==> src/rtl/core/sintay_pkg.sv <==
package sintay_pkg;

  localparam int TAYLOR_TERMS = 6;
  localparam int COEF_MAX     = 10;
  // term count clamped to 1..COEF_MAX
  localparam int TERMS_C = (TAYLOR_TERMS < 1) ? 1 :
                           ((TAYLOR_TERMS > COEF_MAX) ? COEF_MAX : TAYLOR_TERMS);
  localparam int NCELL   = TERMS_C - 1;

  localparam logic [31:0] TWO_OVER_PI_Q32 = 32'hA2F9836E;
  localparam logic [30:0] PI_HALF_Q30     = 31'd1686629713;
  localparam logic signed [33:0] ONE_Q30  = 34'sd1073741824;

  typedef struct packed {
    logic signed [31:0] x;
    logic signed [32:0] x2;
    logic signed [31:0] p;
  } hstage_t;

  // 1/(2k+1)! in Q2.30, round to nearest
  function automatic logic signed [31:0] inv_odd_fact(input int k);
    logic signed [31:0] c;
    case (k)
      0:       c = 32'sd1073741824;
      1:       c = 32'sd178956971;
      2:       c = 32'sd8947849;
      3:       c = 32'sd213044;
      4:       c = 32'sd2959;
      5:       c = 32'sd27;
      default: c = 32'sd0;
    endcase
    return c;
  endfunction

endpackage

==> src/rtl/core/sintay_cell.sv <==
module sintay_cell import sintay_pkg::*; (
  input  logic               clk,
  input  logic               rst_n,
  input  logic signed [31:0] coef,
  input  logic               up_valid,
  input  hstage_t            up_data,
  output logic               up_adv,
  output logic               dn_valid,
  output hstage_t            dn_data,
  input  logic               dn_adv
);

  logic               valid_r;
  hstage_t            data_r;
  logic signed [64:0] prod;
  logic signed [64:0] prod_sum;
  logic signed [31:0] p_nxt;

  assign up_adv = !valid_r || dn_adv;

  // one Horner step: p = c - round(x2 * p)
  assign prod     = up_data.x2 * up_data.p;
  assign prod_sum = prod + (65'sd1 <<< 29);
  assign p_nxt    = coef - $signed(prod_sum[61:30]);

  always_ff @(posedge clk) begin
    if (!rst_n) begin
      valid_r <= 1'b0;
    end else if (up_adv) begin
      valid_r <= up_valid;
    end
  end

  always_ff @(posedge clk) begin
    if (up_adv) begin
      data_r.x  <= up_data.x;
      data_r.x2 <= up_data.x2;
      data_r.p  <= p_nxt;
    end
  end

  assign dn_valid = valid_r;
  assign dn_data  = data_r;

endmodule

==> config.mk <==
export PLATFORM = sky130hd
export DESIGN_NAME = sintay_cell
export DESIGN_NICKNAME = d
export VERILOG_FILES = /design/src/rtl/core/sintay_pkg.sv /design/src/rtl/core/sintay_cell.sv
export SDC_FILE = /design/constraint.sdc
export NUM_CORES = 2
export LEC_CHECK = 0
export BUFFER_PORTS_ARGS = -buffer_cell sky130_fd_sc_hd__buf_2
export CAP_MARGIN = 20
export CORE_MARGIN = 2
export CORE_UTILIZATION = 59
export DETAILED_ROUTE_END_ITERATION = 10
export PLACE_DENSITY = 0.85
export SLEW_MARGIN = 20
export SYNTH_ARGS = -nofsm -noshare
export SYNTH_HDL_FRONTEND = slang
export SYNTH_SLANG_ARGS = --single-unit
==> constraint.sdc <==
create_clock -name clk -period 8.4 [get_ports clk]
set_input_delay 0.42 -clock clk [delete_from_list [all_inputs] [get_ports clk]]
set_output_delay 0.42 -clock clk [all_outputs]
set_load 0.005 [all_outputs]
# Yosys cells after proc, flatten, opt, wreduce, memory -nomap -nowiden
# Index checks and enable logic that the tools add are counted.
[word_totals] register_bits=98 in_bits=133 output_inout_bits=99 wordCells=9
[op_classes] add_sub_neg=2 n_mul=1 reduce_logical=2
[ops] op="$add 62x31->62 const B" n=1
[ops] op="$mul 33x32->62" n=1
[ops] op="$sub 32x32->32" n=1
[ops] op="$logic_not 1->1" n=1
[ops] op="$logic_or 1x1->1" n=1

# Depth between registers and ports, before layout
[logic_depth] word_depth=3 mapped_depth=40

# Worst setup path after synthesis
# OpenSTA, ideal clock, no wires.
[synth_timing] path_type="input-to-reg" from="in up_data[64] in the netlist's numbering" to="reg data_r (netlist bit dn_data[30]), data pin" setup_time_ns=0.258 arrival_time_ns=8.783 path_slack_ns=-0.641 path_stages=30 n_path_buf=2 path_cell_list="clkbuf_1 > clkbuf_1 > nand2_1 > inv_1 > fa_1 > fa_1 > fa_1 > fa_1 > inv_1 > fa_1 > inv_1 > fa_1 > fa_1 > fa_1 > ha_1 > a21oi_1 > o21ai_0 > a22o_1 > or2_2 > ha_1 > a21o_1 > a21o_1 > a21oi_1 > o21ai_0 > a21oi_1 > a21boi_0 > o21a_1 > o211ai_1 > nand3_1 > xor2_1"
[synth_via] elab_chain_cells=3
[synth_rtl] element="from (decl)" line="sintay_cell.sv:6" source="input hstage_t up_data,"
[synth_rtl] element="$mul 33x32->62" line="sintay_cell.sv:22" source="assign prod = up_data.x2 * up_data.p;"
[synth_rtl] element="$add 62x31->62" line="sintay_cell.sv:23" source="assign prod_sum = prod + (65'sd1 <<< 29);"
[synth_rtl] element="$sub 32x32->32" line="sintay_cell.sv:24" source="assign p_nxt = coef - $signed(prod_sum[61:30]);"
[synth_rtl] element="net p_nxt[30]" line="sintay_cell.sv:17" source="logic signed [31:0] p_nxt;"
[synth_rtl] element="to (decl)" line="sintay_cell.sv:14" source="hstage_t data_r;"
# The timed path passes the listed nets, and every way through them passes these cells.
# A chain may end at the register's enable or synchronous reset.

# Worst setup path in the final report
[layout_timing] from="in up_data[19] in the netlist's numbering" to="reg data_r (netlist bit dn_data[25]), data pin"
# The elaborated chain is that of the path after synthesis.

==> impl_metrics.json <==
{
  "run_status": "finished with violations",
  "violations": "negative setup slack",
  "yosysTopAreaCellShare_pct": 55.26,
  "dieArea_mm2": 0.06846,
  "sort_of_element_at_the_end_of_the_critical_path": "flop",
  "dp_hpwl_mm": 91.51,
  "grt_usage_pct": 34.59,
  "cts_tree": "built",
  "cts_inserted_buffers": 9,
  "crit_type": "in2reg",
  "ctsHtreeMaxLevel": 3,
  "grt_setup_unrepaired": "yes",
  "layout.core_utilization_pct": 69.28,
  "synth.top_cells.by_area": "sky130_fd_sc_hd__fa_1 55%, sky130_fd_sc_hd__inv_1 9.1%, sky130_fd_sc_hd__edfxtp_1 7.4%",
  "finalSetupViolations": 19,
  "drive_above_1_share_pct": 19.10,
  "max_cap_viols": 0,
  "grt_antenna_before_repair": 11,
  "grt_max_degree": 57,
  "drtPass1Iterations": 6,
  "worst_path_dominant_cell_family": "adder cells",
  "drtIter0Drc": 2617,
  "postSynth.topFlopCell": "sky130_fd_sc_hd__edfxtp_1",
  "pre_cts_ws_ns": -1.153,
  "finalClockSkew_ns": 0.01228,
  "vias_cell": 5.699,
  "clockRootBuffer": "sky130_fd_sc_hd__clkbuf_16",
  "summed_instance_area_of_the_synthesized_netlist_mm2": 0.03917,
  "critPathRequiredTime_ns": 8.55,
  "final_max_slew_viol_count": 0,
  "synthCells": 3986,
  "crit_path_max_incr_delay_ns": 0.62,
  "fillerInstances": 4287,
  "number_of_top_level_pins": 232,
  "ys_ff_latch": 98,
  "grt_pass1_wl_mm": 180.0,
  "cts.clk_slew.worst_paths_ns": 0.10,
  "routedWlPerCell_um": 21.20,
  "yosysMostFrequentCell": "sky130_fd_sc_hd__fa_1",
  "vias": 30550,
  "cp_num_buf_inv": 5,
  "cts_sinks": 98,
  "finalHoldViolCount": 0,
  "hold_buffers": 0,
  "post_synthesis_cell_type_with_the_largest_combined_area": "sky130_fd_sc_hd__fa_1",
  "worst-slew-pin-transition_ns": 0.8808,
  "final.period_utilization_pct": 106.6,
  "wl_mm": 113.7,
  "fmaxAchievable_mhz": 111.7,
  "number_of_enable_type_register_cells_in_the_synthesized_netlist": 97,
  "floorplan.die.height_um": 261.6,
  "worst-endpoint-arrival_ns": 9.10,
  "ys_types": 58,
  "antenna_left": 0,
  "die-width_um": 261.6,
  "worst_path_max_delay_cell": "sky130_fd_sc_hd__fa_2",
  "clk_path_buf_depth": 2,
  "vias_in_the_first_global_route": 34940,
  "start_util_pct": 59.57,
  "relSlewSlack_pct": 41.28,
  "place_congestion": 0.9419,
  "final_period_minus_worst_setup_slack_ns": 8.951,
  "placeableCoreArea_mm2": 0.06575,
  "floorplan.rows": 94,
  "crit_path_start_kind": "input pin",
  "critical_path.most_common_cell": "sky130_fd_sc_hd__fa_1",
  "synth_fp_nets": 5407,
  "num-nets-final": 5902,
  "drc": 0,
  "grt_overflow_total": 0,
  "clock_latency_ns": 0.41,
  "finalSetupTns_ns": -6.721,
  "timing.final.ws_setup_ns": -0.5513,
  "ys.warnings.count": 0,
  "asyncSetResetFlopFracSynth_pct": 0,
  "place.port_buffers": 231,
  "critical_path_peak_fanout": 7,
  "synth-seq-area-share_pct": 7.488,
  "hp-class": "in2reg",
  "areaGrowthSynthToFinish_pct": 16.31,
  "postSynthAreaPerCell_um2": 9.826,
  "synth.cells.most_frequent": "1081 x sky130_fd_sc_hd__fa_1, 949 x sky130_fd_sc_hd__inv_1, 603 x sky130_fd_sc_hd__nand2_1, 445 x sky130_fd_sc_hd__and2_1, 207 x sky130_fd_sc_hd__ha_1"
}
layout by cell type (no fill, tap or decap), types with 37 or more instances in the layout:
master                     Yosys  final
sky130_fd_sc_hd__edfxtp_1     97     97
sky130_fd_sc_hd__xnor2_1      56     53
sky130_fd_sc_hd__fa_1       1081   1050
sky130_fd_sc_hd__ha_1        207    191
sky130_fd_sc_hd__buf_4         0    439
sky130_fd_sc_hd__and2_1      445    433
sky130_fd_sc_hd__nand2_1     603    599
sky130_fd_sc_hd__inv_1       949    939
sky130_fd_sc_hd__a21oi_1      64     37
sky130_fd_sc_hd__nor2_1       49     40
sky130_fd_sc_hd__buf_2         0    189
final cells by class:
| class | count | area, um2 | share of cell area, % |
|---|---|---|---|
| Multi-Input combinational cell | 2744 | 32740 | 71.87 |
| Antenna cell | 11 | 27.53 | 0.06043 |
| Timing Repair Buffer | 678 | 4901 | 10.76 |
| Sequential cell | 98 | 2933 | 6.438 |
| Clock inverter | 7 | 81.33 | 0.1785 |
| Clock buffer | 9 | 225.2 | 0.4944 |
| Inverter | 950 | 3566 | 7.828 |
| Tap cell | 864 | 1081 | 2.373 |
stage by stage:
step	std cells	hold slack, ns	instance area (um2)
6_report	5361	0.1821	45550
5_1_grt	5357	0.1830	45540
4_1_cts	5339	0.1828	44950
3_5_place_dp	5307	0.5983	44050
3_3_place_gp	5307	0.5963	44050
2_1_floorplan	3986	0.5189	39400
path summary, 6_finish.rpt:
path / start / endpoint / slack [ns] / cells past startpoint
max: up_data[19] / dn_data[25] / -0.55 / 36
min: up_data[94] / dn_data[94] / 0.18 / 1
max reg2reg: dn_valid / dn_data[44] / 6.35 / 2
min reg2reg: dn_valid / dn_data[29] / 1.04 / 1
worst register-to-register path, delay by kind of cell, from the launching register on:
family	cells	cell delay, ns
AND/OR/NAND/NOR	1	0.48
flip-flops	1	0.34
buffers and inverters	1	0.78
cells by family after synthesis:
logic type | Yosys count | synth area share [%]
fa+ha+maj | 1288 | 61.87
simple gates | 1176 | 14.62
buf+inv | 1144 | 10.96
compound gates | 200 | 3.271
flops | 98 | 7.488
xor+xnor | 80 | 1.789
metal layers:
metal	part of all wire, %	up-vias	wire length [um]	global-route usage (%)
met1	31	15520	35590	38.51
li1	-	12480	-	-
met5	0.011	-	13	0
met4	9.1	2	10380	25.39
met2	51	1867	57570	59.52
met3	8.9	689	10110	6.539
sequential cells by signal, summed over array words and instances (netlist names):
name / count
dn_valid: 1
dn_data: 97
repair_timing:
item / 4_1_cts / 5_1_grt
cloned: 0 / 1
resized for setup: 121 / 127
setup endpoints to repair: 20 / 25
pin swaps: 60 / 100
setup buffers: 17 / 13
Power is left out: the tool's default activity adds up to more than one toggle a clock period on the data nets, which glitch-free logic cannot reach.
